### src/hw/rtl/mmm_pkg.sv
package mmm_pkg;

    localparam int FRAME_BITS    = 32;
    localparam int READ_SAMPLED  = 18;
    localparam int COUNT_W       = 7;
    localparam int PHY_W         = 5;
    localparam int REG_W         = 5;
    localparam int DATA_W        = 16;
    localparam int PRE_W         = 6;
    localparam int RX_W          = 18;
    localparam int ACTION_W      = 2;
    localparam int CFG_INDEX_W   = 2;

    localparam int DEFAULT_QUEUE_DEPTH = 2;

    localparam logic [PRE_W-1:0] PREAMBLE_RESET = 6'd32;

    // action codes on the input channel
    localparam logic [ACTION_W-1:0] ACT_READ  = 2'd0;
    localparam logic [ACTION_W-1:0] ACT_WRITE = 2'd1;
    localparam logic [ACTION_W-1:0] ACT_TICK  = 2'd2;

    // configuration register indexes
    localparam logic [CFG_INDEX_W-1:0] CFG_PHY_ADDR = 2'd0;
    localparam logic [CFG_INDEX_W-1:0] CFG_PREAMBLE = 2'd1;

    // classified item kinds
    localparam logic [1:0] KIND_READ  = 2'd0;
    localparam logic [1:0] KIND_WRITE = 2'd1;
    localparam logic [1:0] KIND_TICK  = 2'd2;
    localparam logic [1:0] KIND_NOP   = 2'd3;

    typedef struct packed {
        logic [1:0]        kind;
        logic [REG_W-1:0]  reg_addr;
        logic [DATA_W-1:0] write_data;
        logic              mdio_in;
    } item_t;

    typedef struct packed {
        logic              mdio_out;
        logic              mdio_drive;
        logic              mdc_active;
        logic              frame_done;
        logic [DATA_W-1:0] read_data;
        logic              no_response;
        logic              busy_res;
        logic              rejected;
    } result_t;

    // start 01, opcode, phy, reg, then turnaround 10 and data for a write
    function automatic logic [FRAME_BITS-1:0] build_frame(
        input logic              rd,
        input logic [PHY_W-1:0]  phy,
        input logic [REG_W-1:0]  regad,
        input logic [DATA_W-1:0] data
    );
        logic [FRAME_BITS-1:0] w;
        w = {2'b01, 2'b00, phy, regad, 2'b00, 16'h0000};
        if (rd)
        begin
            w[29:28] = 2'b10;
        end
        else
        begin
            w[29:28] = 2'b01;
            w[17:16] = 2'b10;
            w[15:0]  = data;
        end
        return w;
    endfunction

endpackage

### src/hw/rtl/mdio_management_master_unit.sv
// Clause 22 MDIO management master, one input beat per MDC period.
//
// Input channel (in_valid/in_ready): action 0 starts a read frame, 1 a
// write frame (reg_addr, write_data), 2 is a tick of one MDC period with
// mdio_in sampled before its rising MDC edge; code 3 is a no-op.
// Every input beat yields exactly one result beat (out_valid/out_ready)
// giving the line level for that tick, drive enable, MDC pulse, frame_done,
// read_data/no_response on the last tick of a read, busy_res and rejected.
// Config channel (cfg_valid/cfg_ready, always ready): index 0 phy address,
// index 1 preamble length (saturates at 32). Write it only while idle.
//
// Throughput: one beat per cycle while the output side is free. A front end
// classifies beats into a QUEUE_DEPTH entry queue; the frame sequencer pops
// one entry per cycle into the result register while the output side is free.
// The queue registers the beat on acceptance and the result register then
// loads it from the queue head, after which the result is offered.
// When out_ready is low the result holds, the sequencer stops and the queue
// fills; in_ready drops only once the queue is full.
// Reset: idle, phy address 0, preamble 32, queue and result empty.
module mdio_management_master_unit #(
    parameter int QUEUE_DEPTH = mmm_pkg::DEFAULT_QUEUE_DEPTH
) (
    input  logic                              clk,
    input  logic                              rst_n,
    input  logic                              in_valid,
    output logic                              in_ready,
    input  logic [mmm_pkg::ACTION_W-1:0]      action,
    input  logic [mmm_pkg::REG_W-1:0]         reg_addr,
    input  logic [mmm_pkg::DATA_W-1:0]        write_data,
    input  logic                              mdio_in,
    output logic                              out_valid,
    input  logic                              out_ready,
    output logic                              mdio_out,
    output logic                              mdio_drive,
    output logic                              mdc_active,
    output logic                              frame_done,
    output logic [mmm_pkg::DATA_W-1:0]        read_data,
    output logic                              no_response,
    output logic                              busy_res,
    output logic                              rejected,
    input  logic                              cfg_valid,
    output logic                              cfg_ready,
    input  logic [mmm_pkg::CFG_INDEX_W-1:0]   cfg_index,
    input  logic [mmm_pkg::PRE_W-1:0]         cfg_data
);
    import mmm_pkg::*;

    // queue head between front end and sequencer
    logic    head_valid;
    logic    head_ready;
    item_t   head_item;
    result_t result;

    mmm_front #(
        .QUEUE_DEPTH (QUEUE_DEPTH)
    ) u_front (
        .clk        (clk),
        .rst_n      (rst_n),
        .in_valid   (in_valid),
        .in_ready   (in_ready),
        .action     (action),
        .reg_addr   (reg_addr),
        .write_data (write_data),
        .mdio_in    (mdio_in),
        .head_valid (head_valid),
        .head_ready (head_ready),
        .head_item  (head_item)
    );

    // frame sequencer, config registers and result register
    mmm_back u_back (
        .clk        (clk),
        .rst_n      (rst_n),
        .head_valid (head_valid),
        .head_ready (head_ready),
        .head_item  (head_item),
        .cfg_valid  (cfg_valid),
        .cfg_ready  (cfg_ready),
        .cfg_index  (cfg_index),
        .cfg_data   (cfg_data),
        .out_valid  (out_valid),
        .out_ready  (out_ready),
        .result     (result)
    );

    assign mdio_out    = result.mdio_out;
    assign mdio_drive  = result.mdio_drive;
    assign mdc_active  = result.mdc_active;
    assign frame_done  = result.frame_done;
    assign read_data   = result.read_data;
    assign no_response = result.no_response;
    assign busy_res    = result.busy_res;
    assign rejected    = result.rejected;

endmodule

### src/hw/rtl/mmm_front.sv
module mmm_front #(
    parameter int QUEUE_DEPTH = mmm_pkg::DEFAULT_QUEUE_DEPTH
) (
    input  logic                                clk,
    input  logic                                rst_n,
    input  logic                                in_valid,
    output logic                                in_ready,
    input  logic [mmm_pkg::ACTION_W-1:0]        action,
    input  logic [mmm_pkg::REG_W-1:0]           reg_addr,
    input  logic [mmm_pkg::DATA_W-1:0]          write_data,
    input  logic                                mdio_in,
    output logic                                head_valid,
    input  logic                                head_ready,
    output mmm_pkg::item_t                      head_item
);
    import mmm_pkg::*;

    localparam int PTR_W = (QUEUE_DEPTH > 1) ? $clog2(QUEUE_DEPTH) : 1;
    localparam int CNT_W = $clog2(QUEUE_DEPTH + 1);
    localparam logic [PTR_W-1:0] LAST_PTR = PTR_W'(QUEUE_DEPTH - 1);
    localparam logic [CNT_W-1:0] FULL_CNT = CNT_W'(QUEUE_DEPTH);

    item_t            entry_reg [QUEUE_DEPTH];
    logic [PTR_W-1:0] wr_ptr_reg, wr_ptr_next;
    logic [PTR_W-1:0] rd_ptr_reg, rd_ptr_next;
    logic [CNT_W-1:0] count_reg, count_next;
    item_t            new_item;
    logic             push, pop;

    always_comb
    begin
        case (action)
            ACT_READ:  new_item.kind = KIND_READ;
            ACT_WRITE: new_item.kind = KIND_WRITE;
            ACT_TICK:  new_item.kind = KIND_TICK;
            default:   new_item.kind = KIND_NOP;
        endcase
        new_item.reg_addr   = reg_addr;
        new_item.write_data = write_data;
        new_item.mdio_in    = mdio_in;
    end

    assign in_ready   = (count_reg != FULL_CNT);
    assign head_valid = (count_reg != '0);
    assign head_item  = entry_reg[rd_ptr_reg];
    assign push       = in_valid && in_ready;
    assign pop        = head_valid && head_ready;

    always_comb
    begin
        wr_ptr_next = wr_ptr_reg;
        rd_ptr_next = rd_ptr_reg;
        count_next  = count_reg;
        if (push)
        begin
            wr_ptr_next = (wr_ptr_reg == LAST_PTR) ? '0 : wr_ptr_reg + 1'b1;
        end
        if (pop)
        begin
            rd_ptr_next = (rd_ptr_reg == LAST_PTR) ? '0 : rd_ptr_reg + 1'b1;
        end
        if (push && !pop)
        begin
            count_next = count_reg + 1'b1;
        end
        else if (pop && !push)
        begin
            count_next = count_reg - 1'b1;
        end
    end

    always_ff @(posedge clk)
    begin
        if (push)
        begin
            entry_reg[wr_ptr_reg] <= new_item;
        end
    end

    always_ff @(posedge clk or negedge rst_n)
    begin
        if (!rst_n)
        begin
            wr_ptr_reg <= '0;
            rd_ptr_reg <= '0;
            count_reg  <= '0;
        end
        else
        begin
            wr_ptr_reg <= wr_ptr_next;
            rd_ptr_reg <= rd_ptr_next;
            count_reg  <= count_next;
        end
    end

endmodule

### src/hw/rtl/mmm_back.sv
module mmm_back (
    input  logic                              clk,
    input  logic                              rst_n,
    input  logic                              head_valid,
    output logic                              head_ready,
    input  mmm_pkg::item_t                    head_item,
    input  logic                              cfg_valid,
    output logic                              cfg_ready,
    input  logic [mmm_pkg::CFG_INDEX_W-1:0]   cfg_index,
    input  logic [mmm_pkg::PRE_W-1:0]         cfg_data,
    output logic                              out_valid,
    input  logic                              out_ready,
    output mmm_pkg::result_t                  result
);
    import mmm_pkg::*;

    localparam logic [COUNT_W-1:0] FRAME_CNT   = COUNT_W'(FRAME_BITS);
    localparam logic [COUNT_W-1:0] SAMPLE_CNT  = COUNT_W'(READ_SAMPLED);
    localparam logic [PRE_W-1:0]   PRE_MAX     = PRE_W'(FRAME_BITS);

    logic [PHY_W-1:0]      phy_reg;
    logic [PRE_W-1:0]      pre_reg;
    logic                  busy_reg, busy_next;
    logic                  is_read_reg, is_read_next;
    logic [COUNT_W-1:0]    count_reg, count_next;
    logic [FRAME_BITS-1:0] tx_reg, tx_next;
    logic [RX_W-1:0]       rx_reg, rx_next;
    logic                  out_valid_reg;
    result_t               res_reg, res_next;
    logic                  pop;
    logic [PRE_W-1:0]      pre_sat;
    logic [COUNT_W-1:0]    count_dec;
    logic [4:0]            tx_idx;

    assign cfg_ready  = 1'b1;
    assign head_ready = !out_valid_reg || out_ready;
    assign pop        = head_valid && head_ready;
    assign out_valid  = out_valid_reg;
    assign result     = res_reg;

    assign pre_sat   = (pre_reg > PRE_MAX) ? PRE_MAX : pre_reg;
    assign count_dec = count_reg - 1'b1;
    assign tx_idx    = count_dec[4:0];

    always_comb
    begin
        busy_next    = busy_reg;
        is_read_next = is_read_reg;
        count_next   = count_reg;
        tx_next      = tx_reg;
        rx_next      = rx_reg;
        res_next     = '0;
        case (head_item.kind)
            KIND_READ, KIND_WRITE:
            begin
                if (busy_reg)
                begin
                    res_next.rejected = 1'b1;
                end
                else
                begin
                    is_read_next = (head_item.kind == KIND_READ);
                    tx_next      = build_frame(head_item.kind == KIND_READ, phy_reg,
                                               head_item.reg_addr, head_item.write_data);
                    rx_next      = '0;
                    count_next   = COUNT_W'(pre_sat) + FRAME_CNT;
                    busy_next    = 1'b1;
                end
            end
            KIND_TICK:
            begin
                if (busy_reg)
                begin
                    res_next.mdc_active = 1'b1;
                    if (count_reg > FRAME_CNT)
                    begin
                        // preamble
                        res_next.mdio_drive = 1'b1;
                        res_next.mdio_out   = 1'b1;
                    end
                    else if (is_read_reg && count_reg <= SAMPLE_CNT)
                    begin
                        rx_next = {rx_reg[RX_W-2:0], head_item.mdio_in};
                    end
                    else
                    begin
                        res_next.mdio_drive = 1'b1;
                        res_next.mdio_out   = tx_reg[tx_idx];
                    end
                    count_next = count_dec;
                    if (count_dec == '0)
                    begin
                        busy_next           = 1'b0;
                        res_next.frame_done = 1'b1;
                        if (is_read_reg)
                        begin
                            res_next.no_response = rx_next[DATA_W];
                            res_next.read_data   = rx_next[DATA_W] ? '0 : rx_next[DATA_W-1:0];
                        end
                    end
                end
            end
            default:
            begin
            end
        endcase
        res_next.busy_res = busy_next;
    end

    // payload
    always_ff @(posedge clk)
    begin
        if (pop)
        begin
            tx_reg  <= tx_next;
            rx_reg  <= rx_next;
            res_reg <= res_next;
        end
    end

    always_ff @(posedge clk or negedge rst_n)
    begin
        if (!rst_n)
        begin
            phy_reg       <= '0;
            pre_reg       <= PREAMBLE_RESET;
            busy_reg      <= 1'b0;
            is_read_reg   <= 1'b0;
            count_reg     <= '0;
            out_valid_reg <= 1'b0;
        end
        else
        begin
            if (cfg_valid && cfg_ready)
            begin
                case (cfg_index)
                    CFG_PHY_ADDR: phy_reg <= cfg_data[PHY_W-1:0];
                    CFG_PREAMBLE: pre_reg <= cfg_data;
                    default:
                    begin
                    end
                endcase
            end
            if (pop)
            begin
                busy_reg    <= busy_next;
                is_read_reg <= is_read_next;
                count_reg   <= count_next;
            end
            if (pop)
            begin
                out_valid_reg <= 1'b1;
            end
            else if (out_ready)
            begin
                out_valid_reg <= 1'b0;
            end
        end
    end

endmodule

### config.mk
export PLATFORM = sky130hd
export DESIGN_NAME = mdio_management_master_unit
export DESIGN_NICKNAME = d
export VERILOG_FILES = /design/src/hw/rtl/mmm_pkg.sv /design/src/hw/rtl/mdio_management_master_unit.sv /design/src/hw/rtl/mmm_front.sv /design/src/hw/rtl/mmm_back.sv
export SDC_FILE = /design/constraint.sdc
export NUM_CORES = 1
export LEC_CHECK = 0
export BUFFER_PORTS_ARGS = -buffer_cell sky130_fd_sc_hd__buf_2
export CAP_MARGIN = 20
export CORE_MARGIN = 2
export CORE_UTILIZATION = 55
export CTS_CLUSTER_SIZE = 10
export DETAILED_ROUTE_END_ITERATION = 16
export HOLD_SLACK_MARGIN = 0.12
export PLACE_DENSITY = 0.74
export RECOVER_POWER = 100
export SETUP_SLACK_MARGIN = 0.4
export SYNTH_ARGS = -nofsm -noshare
export SYNTH_HDL_FRONTEND = slang
export SYNTH_HIERARCHICAL = 1
export SYNTH_SLANG_ARGS = --single-unit
### constraint.sdc
create_clock -name clk -period 9.83 [get_ports clk]
set_input_delay 0.983 -clock clk [delete_from_list [all_inputs] [get_ports clk]]
set_output_delay 0.983 -clock clk [all_outputs]
set_load 0.03 [all_outputs]
# Yosys cells after proc, flatten, opt, wreduce, memory -nomap -nowiden
# Memory sizes are Yosys's and may differ from the RTL's.
# Index checks and enable logic that the tools add are counted.
totals:
  register_bits: 95
  ramBits: 48
  in_bits: 37
  word_cells: 102
  mem_count: 1
memory_table:
  columns: ["memory", "depth", "word_bits", "rd", "rd_ports_with_merged_regs", "write_ports", "line", "text"]
  rows:
  - ["u_front.entry_reg", 2, 24, 1, 0, 1, "mmm_front.sv:23", "item_t entry_reg [QUEUE_DEPTH];"]
op_classes:
  addsub: 6
  order_cmp: 4
  n_eq_ne: 8
  muxes: 34
  bitwise_logic: 4
  reduce_logical: 25
op_table:
  columns: ["operator", "count"]
  rows:
  - ["2-to-1 mux 17 bit", 7]
  - ["2-to-1 mux 18 bit", 2]
  - ["case mux 17 bit (2 select lines)", 1]
  - ["2-to-1 mux 19 bit", 1]
  - ["2-to-1 mux 16 bit", 1]
  - ["2-to-1 mux 7 bit", 2]
  - ["case mux 7 bit (2 select lines)", 1]
  - ["2-to-1 mux 1 bit", 10]
  - ["2-to-1 mux 2 bit", 5]
  - ["AND reduction 4 bit", 2]
  - ["nonzero test 2 bit", 4]
  - ["adder 6 x 6 -> 7 bit, second input constant", 1]
  - ["greater-than comparator 7 x 6 -> 1 bit, second input constant", 1]
  - ["less-or-equal comparator 7 x 5 -> 1 bit, second input constant", 1]
  - ["logical NOT 7 bit", 1]
  - ["subtractor 7 x 1 -> 7 bit, second input constant", 1]
  - ["== test 2 x 1 -> 1 bit, second input constant", 3]
  - ["greater-than comparator 6 bit, second input constant", 1]
  - ["logical NOT 2 bit", 3]
  - ["less-than comparator 5 x 6 -> 1 bit, second input constant", 1]
  - ["2-to-1 mux 6 bit", 1]
  - ["case mux 2 bit (3 select lines)", 1]
  - ["AND reduction 2 bit", 3]
  - ["binary-select mux 1 bit (select 5 bit)", 1]
  - ["14 further kinds", 26]

# Longest topological paths before layout
# Gate-level depths: netlist (run 1).
depth:
  ltp_word: 10
  depth_mapped: 11

# Hierarchy
# Netlist (run 1), hierarchy kept.
modules_own_cells:
  columns: ["mod", "instances", "cells_each", "area_per_inst_um2", "seq_area_each_um2"]
  rows:
  - ["mmm_back", 1, 342, 4215.3, 2568.7]
  - ["mmm_front", 1, 95, 2038.2, 1541.5]

# Least setup slack after synthesis (run 1)
# Ideal clock, no wire load.
synth_path:
  kind: "input to register"
  startpoint: "input port out_ready"
  endpoint: "register u_back.tx_reg[0] (enable)"
  setup_ns: 0.453
  arrival_ns: 3.249
  path_slack_ns: 6.128
  path_stages: 3
  path_cell_list: "nand2b_1 nand2_1 nor3_1"
synth_between:
  elab_chain_len: 3
synth_rtl:
  columns: ["element", "line", "text"]
  rows:
  - ["start, declared", "mdio_management_master_unit.sv:32", "input logic out_ready,"]
  - ["logical OR 1 bit", "mmm_back.sv:36", "assign head_ready = !out_valid_reg || out_ready;"]
  - ["logical AND 1 bit", "mmm_back.sv:37", "assign pop = head_valid && head_ready;"]
  - ["AND reduction 3 bit (no line)", null, null]
  - ["end signal, assigned", "mmm_back.sv:115", "tx_reg <= tx_next;"]
  - ["end, declared", "mmm_back.sv:26", "logic [FRAME_BITS-1:0] tx_reg, tx_next;"]
# Every way passes these cells.
# A chain may end at the register's enable or synchronous reset.

==> reports/results.ini, run 1 <==
[status]
status = finished, violations left
violations = capacitance limit, slew limit

[timing]
slew_viol_final = 57
setup_tns_ns = 0
hold_viol_final = 0
rsz0062_at_grt = no
min_period_over_period = 0.414
finalSetupViolations = 0
maxSlewHeadroom = -0.149
finClkSkew_ns = 0.00615
max_slew.worst_pin.slew_ns = 1.72
fin_ws_ns = 5.76
fin_crit_ns = 4.07
max_clock_freq_mhz = 246

[power_and_ir_drop]
swShare = 0.333
internal_power_mw = 1.55
peakVddDrop_uv = 166
p_per_area_nw_per_um2 = 323
leakage_nw = 2.61
p_comb_frac = 0.309
seqPwrFrac = 0.397
p_clk_frac = 0.294
netSwitchingPower_mw = 0.772

[yosys]
yosys-top-cells-count = 116 x edfxtp_1, 43 x nand2_1, 35 x nand3b_1, 29 x a21oi_1, 24 x dfrtp_1
synth_ff_type = edfxtp_1
async_flop_share = 0.177
ys_warn_count = 6
synthTopCellsByArea = edfxtp_1 56%, dfrtp_1 9.6%, mux2_4 4.6%
ys_types = 50
synth_area_per_cell_um2 = 14.3
syn_inst = 437
netlist_area_um2 = 6250
netlist.area_leader.share = 0.557
yosysMostFrequentCell = edfxtp_1
synth_edf_count = 116
yosysTopAreaCell = edfxtp_1
yosysSeqAreaShare = 0.657
syn-num-nets = 477
ys_ff_latch = 141

[die]
rows = 38
coreArea_um2 = 11000
die-area_um2 = 12200
die_w_um = 111
fp.dieH_um = 111
start_util = 0.569
num_io_pins = 63

[cells_and_area]
drive_gt1_frac = 0.211
multi_input_area_um2 = 1880
fin_nets = 540
regArea_um2 = 4110
largest_reg_flops = 48
diodes = 0
syn2layout_area_growth_pct = 14.7
fill_cells = 804

[route]
post_drt_wl_per_cell_um = 16.9
drc = 0
vias_per_cell = 5.67
routed_wl_mm = 11.1
drtIter0Drc = 207
dr.pass1.iters = 4
ant_nets = 0
dr_total_vias = 3700

[clocking]
h-tree-depth = 4
cts_tree = built
clkTransAtPathRegs_ns = 0.06
cts_setup_buffers = 0
cts-root-buf = clkbuf_16
clk_path_buf_depth = 2
ctsHoldBuffers = 0
worstSkewPairLatency_ns = 0.42
cts_sinks = 141
cts_resized = 0
cts_inserted_buffers = 17

[placement]
hpwl_mm = 6.85
pre_cts_ws_ns = 6.26
place_congestion = 0.832
portBuffers = 61

[worst_hold_path]
min_path_type = reg -> reg

[critical_path]
slowest_stage = clkbuf_1
worstPathMaxFanout = 25
path_class = reg -> reg
cp_cell_sequence = clkbuf_1 > mux2_1 > nor2b_1 > nand2_1 > inv_1 > o21ai_0 > clkbuf_1 > inv_1
cp.arrival_ns = 4.12
worstSetupStartpointType = flop
required_ns = 9.88
cp-end-kind = flop
slowest_delay_ns = 1.23

[global_route]
grt_overflow = 0
grt_pass1_wl_mm = 17.6
grt_usage = 0.186
antenna_found_initial = 0
grt_pass1_vias = 3656
grt_start_max_net_pins = 33

[flow_run]
cap_violations = 2

-- final cells by class --
type / instances / area share
clock buffers: 17 / 0.0593
clock inverters: 15 / 0.0296
inverters: 12 / 0.00628
multi-input cells: 258 / 0.262
flip-flops and latches: 141 / 0.573
well taps: 140 / 0.0244
repair buffers: 70 / 0.0452
-- metrics by stage --
step	util	instances	total power [mW]	hold slack, ns	cell area, µm²
floorplan	-	437	1.50	0.421	6250
global placement	0.601	617	1.62	0.437	6610
detailed placement	0.602	618	1.65	0.445	6620
CTS	0.661	650	2.34	0.454	7250
global route	0.653	653	2.44	0.469	7180
finish	0.653	653	2.32	0.456	7180
-- power groups by stage --
stage	combinational, mW	clock (mW)	sequential (mW)
global route	0.784	0.718	0.937
global placement	0.697	0	0.920
floorplan	0.536	0	0.962
CTS	0.729	0.694	0.919
finish	0.717	0.681	0.920
detailed placement	0.721	0	0.929
-- layout by cell type (no fill, tap or decap), types with 15 or more instances in the layout --
cell | synthesis | final
a21oi_1 | 29 | 36
buf_2 | 1 | 27
clkbuf_1 | 17 | 41
clkbuf_16 | 0 | 17
dfrtp_1 | 24 | 24
edfxtp_1 | 116 | 116
mux2_2 | 17 | 16
mux2_4 | 19 | 15
nand2_1 | 43 | 44
nand3b_1 | 35 | 35
nor2_1 | 18 | 17
nor2b_1 | 18 | 18
-- per-layer routing --
layer,global-route usage,wire (µm),vias up
met5,0,0,-
met4,0.0858,235,0
li1,-,-,1732
met1,0.227,4590,1834
met2,0.301,5610,114
met3,0.0604,627,20
-- path summary, 6_finish.rpt --
check                              startpoint              endpoint  slack [ns]  depth (start not counted)
max                        u_front/rd_ptr_reg     u_back/rx_reg[16]        5.76                          8
min                         u_back/phy_reg[3]     u_back/tx_reg[26]        0.46                          0
max reg2reg                u_front/rd_ptr_reg     u_back/rx_reg[16]        5.76                          8
min reg2reg                 u_back/phy_reg[3]     u_back/tx_reg[26]        0.46                          0
max in group asynchronous               rst_n  u_front/count_reg[0]        8.13                          1
min in group asynchronous               rst_n   u_back/count_reg[4]        0.87                          1
-- critical path, delay by kind of cell (launching register included) --
kind,cells,cell delay [ns]
buffers and inverters,4,2.25
and+or+nand+nor,2,0.52
muxes,1,0.51
DFF,1,0.32
AOI/OAI and AO/OA,1,0.09
-- kinds of logic (layout without fill, tap and decap cells) --
kind of cell | after synthesis | in the layout | synth area share
flops | 141 | 141 | 0.657
simple gates | 140 | 140 | 0.126
compound gates | 60 | 60 | 0.0600
mux | 46 | 46 | 0.104
buf+inv | 38 | 114 | 0.0350
xor+xnor | 8 | 8 | 0.0112
fa+ha+maj | 3 | 3 | 0.00600
other cells | 1 | 1 | 0.000600
Power figures use the tool's default switching activity.
==> inputs of run 2 (changes only) <==
==> constraint.sdc (replaced) <==
create_clock -name clk -period 4.2 [get_ports clk]
set_input_delay 0.42 -clock clk [delete_from_list [all_inputs] [get_ports clk]]
set_output_delay 0.42 -clock clk [all_outputs]
set_load 0.03 [all_outputs]
==> run 2 against run 1 <==
The flow still finishes with violations (capacitance limit, slew limit). Total power increased by 120%. Core utilization shrank 0.57 points. Register-to-register slack worse by 5.1 ns. Die area did not move. Wire length shrank 7.6%. Non-clock buffer count increased by 1. Combinational power up 120%. Critical endpoint is now u_back/result[7]. Largest power group unchanged.
==> reports/results.ini, run 2 (synthesis gave the netlist of run 1 again) <==
[placement]
portBuffers = 61  ; unchanged
pre_cts_ws_ns = 0.713  ; -5.55 ns
place_congestion = 0.804  ; -3.4%
hpwl_mm = 6.82  ; -0.41%
place_area_um2 = 6640  ; +0.28%
dp.cells = 619  ; +0.16%

[critical_path]
path_buf_inv = 1  ; -3
cp-end-kind = flop
slowest_stage = dfrtp_1
cp-startpoint = u_back/count_reg[0]
slowest_delay_ns = 0.79  ; -0.44 ns
cp.arrival_ns = 3.74  ; -0.38 ns
crit-reg2reg-launch = u_back/count_reg[0]
cp_top_family = simple AND/OR/NAND/NOR gates
required_ns = 4.44  ; -5.44 ns
path_class = reg -> reg
worstSetupStartpointType = flop
worstPathMaxFanout = 18  ; -28%
cp_cell_sequence = inv_1 > ha_1 > xnor2_1 > nand4_1 > or3_1 > or4_1 > a21oi_1

[flow_run]
cap_violations = 1  ; -1

[timing]
hold_slack_ns = 0.189  ; -0.267 ns
fin_ws_ns = 0.705  ; -5.06 ns
min_period_over_period = 0.832  ; +0.418
maxSlewHeadroom = -0.0707  ; +0.0785
slew_viol_final = 31  ; -46%
finClkSkew_ns = 0.00914  ; +0.00299 ns
rsz0062_at_grt = no
max_slew.worst_pin.slew_ns = 1.61  ; -0.118 ns
fin_crit_ns = 3.50  ; -0.572 ns
setup_tns_ns = 0  ; unchanged
hold_viol_final = 0  ; unchanged
max_clock_freq_mhz = 286  ; +16%
finalSetupViolations = 0  ; unchanged

[cells_and_area]
drive_gt1_frac = 0.208  ; -0.00236
fill_cells = 812  ; +1.0%
largest_reg_flops = 48  ; unchanged
fin_area_um2 = 7110  ; -0.87%
layout_commonest_cell = edfxtp_1
fin_util = 0.648  ; -0.00570
final_cells = 654  ; +0.15%
regArea_um2 = 4110  ; unchanged
multi_input_area_um2 = 1890  ; +0.13%
layout_common_cells = 116 x edfxtp_1, 43 x nand2_1, 42 x clkbuf_1, 35 x nand3b_1, 34 x a21oi_1
fin_nets = 541  ; +0.19%
diodes = 0  ; unchanged
syn2layout_area_growth_pct = 13.7

[route]
ant_nets = 0  ; unchanged
drtIter0Drc = 224  ; +8.2%
drc = 0  ; unchanged
routed_wl_mm = 10.2  ; -7.6%
dr.pass1.iters = 5  ; +1
vias_per_cell = 5.42  ; -4.4%
post_drt_wl_per_cell_um = 15.6  ; -7.7%
dr_total_vias = 3542  ; -4.3%

[clocking]
cts_setup_buffers = 0  ; unchanged
cts_inserted_buffers = 17  ; unchanged
cts-root-buf = clkbuf_16
clk_path_buf_depth = 2  ; unchanged
worstSkewPairLatency_ns = 0.42  ; about the same
cts_tree = built
cts_sinks = 141  ; unchanged
h-tree-depth = 4  ; unchanged
clkTransAtPathRegs_ns = 0.06  ; about the same

[global_route]
grt_pass1_vias = 3563  ; -2.5%
antenna_found_initial = 0  ; unchanged
grt_pass1_wl_mm = 17.2  ; -2.5%
grt_start_max_net_pins = 33  ; unchanged
grt_overflow = 0  ; unchanged
grt_usage = 0.178  ; -0.00765

[power_and_ir_drop]
seqPwrFrac = 0.416  ; +0.019
p_clk_frac = 0.274  ; -0.020
peakVddDrop_uv = 367  ; +120%
internal_power_mw = 3.46  ; +120%
leakage_nw = 2.57  ; -1.6%
p_comb_frac = 0.310  ; about the same
netSwitchingPower_mw = 1.75  ; +130%
p_per_area_nw_per_um2 = 732  ; +130%
swShare = 0.336  ; +0.00325
finalPower_mw = 5.21  ; +120%

[die]
die-area_um2 = 12200  ; unchanged
coreArea_um2 = 11000  ; unchanged
fp.dieH_um = 111  ; unchanged
num_io_pins = 63  ; unchanged
die_w_um = 111  ; unchanged
start_util = 0.569  ; unchanged
rows = 38  ; unchanged

[status]
status = finished, violations left
violations = capacitance limit, slew limit

[worst_hold_path]
hold_path_startpoint = reg_addr[2]
min_path_type = in -> reg

==> run 2: what timing repair did <==
action / CTS / global route
gates resized for setup: 0 / 1
endpoints found under the setup margin: 0 / 2
hold buffers: 1 / 0
hold endpoints to repair: 24 / 0
==> run 2: worst paths after layout <==
check                           slack [ns]                       end  cells after the start
worst min-delay path                  0.19  u_front/entry_reg[0][19]                      1
worst max-delay path                  0.70          u_back/result[7]                      7
max in group asynchronous             2.48        u_back/is_read_reg                      2
worst min register to register        0.45         u_back/tx_reg[23]                      0
min in group asynchronous             0.87       u_back/count_reg[4]                      2
worst max register to register        0.70          u_back/result[7]                      7
==> run 2: per-layer routing <==
layer  vias up  wire length [µm]  global-route usage
met1      1699              4490               0.229
li1       1737                 -                   -
met4         0                99              0.0733
met2        97              5060               0.281
met3         9               581              0.0565
met5         -                 0                   0
==> run 2: power groups by stage <==
stage | Clock, mW | Combinational [mW] | Sequential, mW
6_report | 1.43 | 1.61 | 2.17
2_1_floorplan | 0 | 1.25 | 2.25
4_1_cts | 1.46 | 1.69 | 2.16
3_5_place_dp | 0 | 1.67 | 2.19
3_3_place_gp | 0 | 1.61 | 2.17
5_1_grt | 1.52 | 1.78 | 2.21
==> run 2: final cells by class <==
| class | count | share of cell area |
|---|---|---|
| sequential | 141 | 0.578 |
| multi-input combinational | 258 | 0.265 |
| clock buffer | 18 | 0.0603 |
| timing repair buffer | 71 | 0.0452 |
| tap | 140 | 0.0246 |
| clock inverter | 14 | 0.0206 |
| inverter | 12 | 0.00633 |
==> inputs of run 3 (changes only) <==
--- a/config.mk
+++ b/config.mk
@@ -8,11 +8,11 @@
 export BUFFER_PORTS_ARGS = -buffer_cell sky130_fd_sc_hd__buf_2
 export CAP_MARGIN = 20
 export CORE_MARGIN = 2
-export CORE_UTILIZATION = 55
+export CORE_UTILIZATION = 53
 export CTS_CLUSTER_SIZE = 10
 export DETAILED_ROUTE_END_ITERATION = 16
 export HOLD_SLACK_MARGIN = 0.12
-export PLACE_DENSITY = 0.74
+export PLACE_DENSITY = 0.75
 export RECOVER_POWER = 100
 export SETUP_SLACK_MARGIN = 0.4
 export SYNTH_ARGS = -nofsm -noshare
==> constraint.sdc (replaced) <==
create_clock -name clk -period 2.9 [get_ports clk]
set_input_delay 0.29 -clock clk [delete_from_list [all_inputs] [get_ports clk]]
set_output_delay 0.29 -clock clk [all_outputs]
set_load 0.03 [all_outputs]
==> run 3 against run 2 <==
The flow now finishes without violations. Critical path depth decreased by 2. Core utilization shrank 0.14 points. Total power increased by 46%. Largest cell class unchanged.
==> reports/results.ini, run 3 (synthesis gave the netlist of run 1 again) <==
[status]
status = finished clean

[die]
die-area_um2 = 12700  ; +3.6%
start_util = 0.545  ; -0.0240
die_w_um = 113  ; +1.8%
num_io_pins = 63  ; unchanged
rows = 39  ; +2.6%
coreArea_um2 = 11500  ; +4.4%
fp.dieH_um = 113  ; +1.8%

[critical_path]
path_class = reg -> reg
worstSetupStartpointType = flop
worstPathMaxFanout = 7  ; -11
required_ns = 3.15  ; -1.29 ns
cp.arrival_ns = 2.88  ; -0.86 ns
cp-end-kind = flop

[power_and_ir_drop]
leakage_nw = 2.65  ; +3.3%
finalPower_mw = 7.62  ; +46%
p_per_area_nw_per_um2 = 1030  ; +40%
peakVddDrop_uv = 580  ; +58%

[placement]
hpwl_mm = 6.72  ; -1.6%
place_congestion = 0.860  ; +7.1%
place_area_um2 = 6700  ; +1.0%
portBuffers = 61  ; unchanged
pre_cts_ws_ns = 0.302  ; -0.411 ns

[route]
dr.pass1.iters = 4  ; -1
drtIter0Drc = 264  ; +18%
post_drt_wl_per_cell_um = 16.0  ; +2.3%
vias_per_cell = 5.40  ; -0.38%
dr_total_vias = 3728  ; +5.3%
routed_wl_mm = 11.0  ; +8.1%
ant_nets = 0  ; unchanged
drc = 0  ; unchanged

[clocking]
cts_inserted_buffers = 17  ; unchanged
worstSkewPairLatency_ns = 0.41  ; about the same
clkTransAtPathRegs_ns = 0.05  ; about the same
h-tree-depth = 4  ; unchanged
clk_path_buf_depth = 2  ; unchanged
cts_tree = built
cts-root-buf = clkbuf_16
cts_sinks = 141  ; unchanged

[cells_and_area]
fill_cells = 856  ; +5.4%
regArea_um2 = 4110  ; about the same
drive_gt1_frac = 0.162  ; -0.0458
multi_input_area_um2 = 1890  ; about the same
largest_reg_flops = 48  ; unchanged
fin_nets = 576  ; +6.5%
syn2layout_area_growth_pct = 18.5
layout_commonest_cell = edfxtp_1
diodes = 0  ; unchanged
layout_common_cells = 116 x edfxtp_1, 53 x clkbuf_1, 43 x nand2_1, 36 x a21oi_1, 35 x nand3b_1
fin_area_um2 = 7410  ; +4.2%

[timing]
maxSlewHeadroom = 0.0532  ; +0.124
min_period_over_period = 0.908  ; +0.0756
max_slew.worst_pin.slew_ns = 1.42  ; -0.186 ns
setup_tns_ns = 0  ; unchanged
rsz0062_at_grt = yes
finClkSkew_ns = 0.00623  ; -0.00290 ns
fin_ws_ns = 0.268  ; -0.437 ns
finalSetupViolations = 0  ; unchanged
fin_crit_ns = 2.63  ; -0.863 ns
slew_viol_final = 0  ; -100%
max_clock_freq_mhz = 380  ; +33%
hold_viol_final = 0  ; unchanged

[flow_run]
cap_violations = 0  ; -1

[global_route]
grt_pass1_vias = 3696  ; +3.7%
antenna_found_initial = 0  ; unchanged
grt_usage = 0.182  ; +0.00431
grt_start_max_net_pins = 34  ; +3.0%
grt_pass1_wl_mm = 17.8  ; +3.2%
grt_overflow = 0  ; unchanged

[worst_hold_path]
min_path_type = in -> reg

-- run 3: through the flow --
stage               utilization  std cells  hold slack (ns)
floorplan                     -        437         -0.00559
global placement          0.584        626            0.304
detailed placement        0.584        626            0.314
CTS                       0.662        689            0.120
global route              0.646        691            0.133
finish                    0.646        691            0.132
-- run 3: area by class of cell --
cell class	instances	area share
Tap cell	143	0.0241
Clock inverter	12	0.0172
Sequential cell	141	0.555
Clock buffer	19	0.0584
Timing Repair Buffer	104	0.0848
Inverter	12	0.00608
Multi-Input combinational cell	260	0.255
-- run 3: worst paths after layout --
check                               startpoint              endpoint  slack (ns)  cells after the start
max                        u_back/count_reg[2]      u_back/result[3]        0.27                      5
min                                cfg_data[4]     u_back/pre_reg[4]        0.13                      2
min in group asynchronous                rst_n  u_front/count_reg[0]        0.72                      2
max in group asynchronous                rst_n   u_back/count_reg[0]        1.30                      2
min reg2reg                  u_back/phy_reg[1]     u_back/tx_reg[24]        0.46                      0
max reg2reg                u_back/count_reg[2]      u_back/result[3]        0.27                      5
-- run 3: repair_timing --
item / in CTS / in global routing
gates cloned: 2 / 0
buffers inserted: 0 / 2
endpoints found under the hold margin: 79 / 0
hold buffers: 30 / 0
gates resized for setup: 4 / 5
setup endpoints to repair: 17 / 35
pin swaps: 2 / 2
-- run 3: critical path, cell delays in order (launching register included) --
cell and delay, ns:
dfrtp_1 0.49, or3_1 0.43, o31a_1 0.26, or3_4 0.43, or4_1 0.66, a21oi_2 0.20
-- run 3: routing by layer --
| layer | share of wire | up-vias | routed length (µm) | GRT usage |
|---|---|---|---|---|
| li1 | - | 1812 | - | - |
| met3 | 0.044 | 10 | 485 | 0.0529 |
| met2 | 0.51 | 94 | 5610 | 0.305 |
| met5 | 0 | - | 0 | 0 |
| met1 | 0.44 | 1812 | 4830 | 0.221 |
| met4 | 0.011 | 0 | 127 | 0.0797 |
-- run 3: where the power goes --
group / internal, mW / total [mW] / switching [mW]
Clock: 1.32 / 2.05 / 0.732
Sequential: 2.83 / 3.11 / 0.289
Combinational: 0.968 / 2.46 / 1.49
Total: 5.12 / 7.62 / 2.51
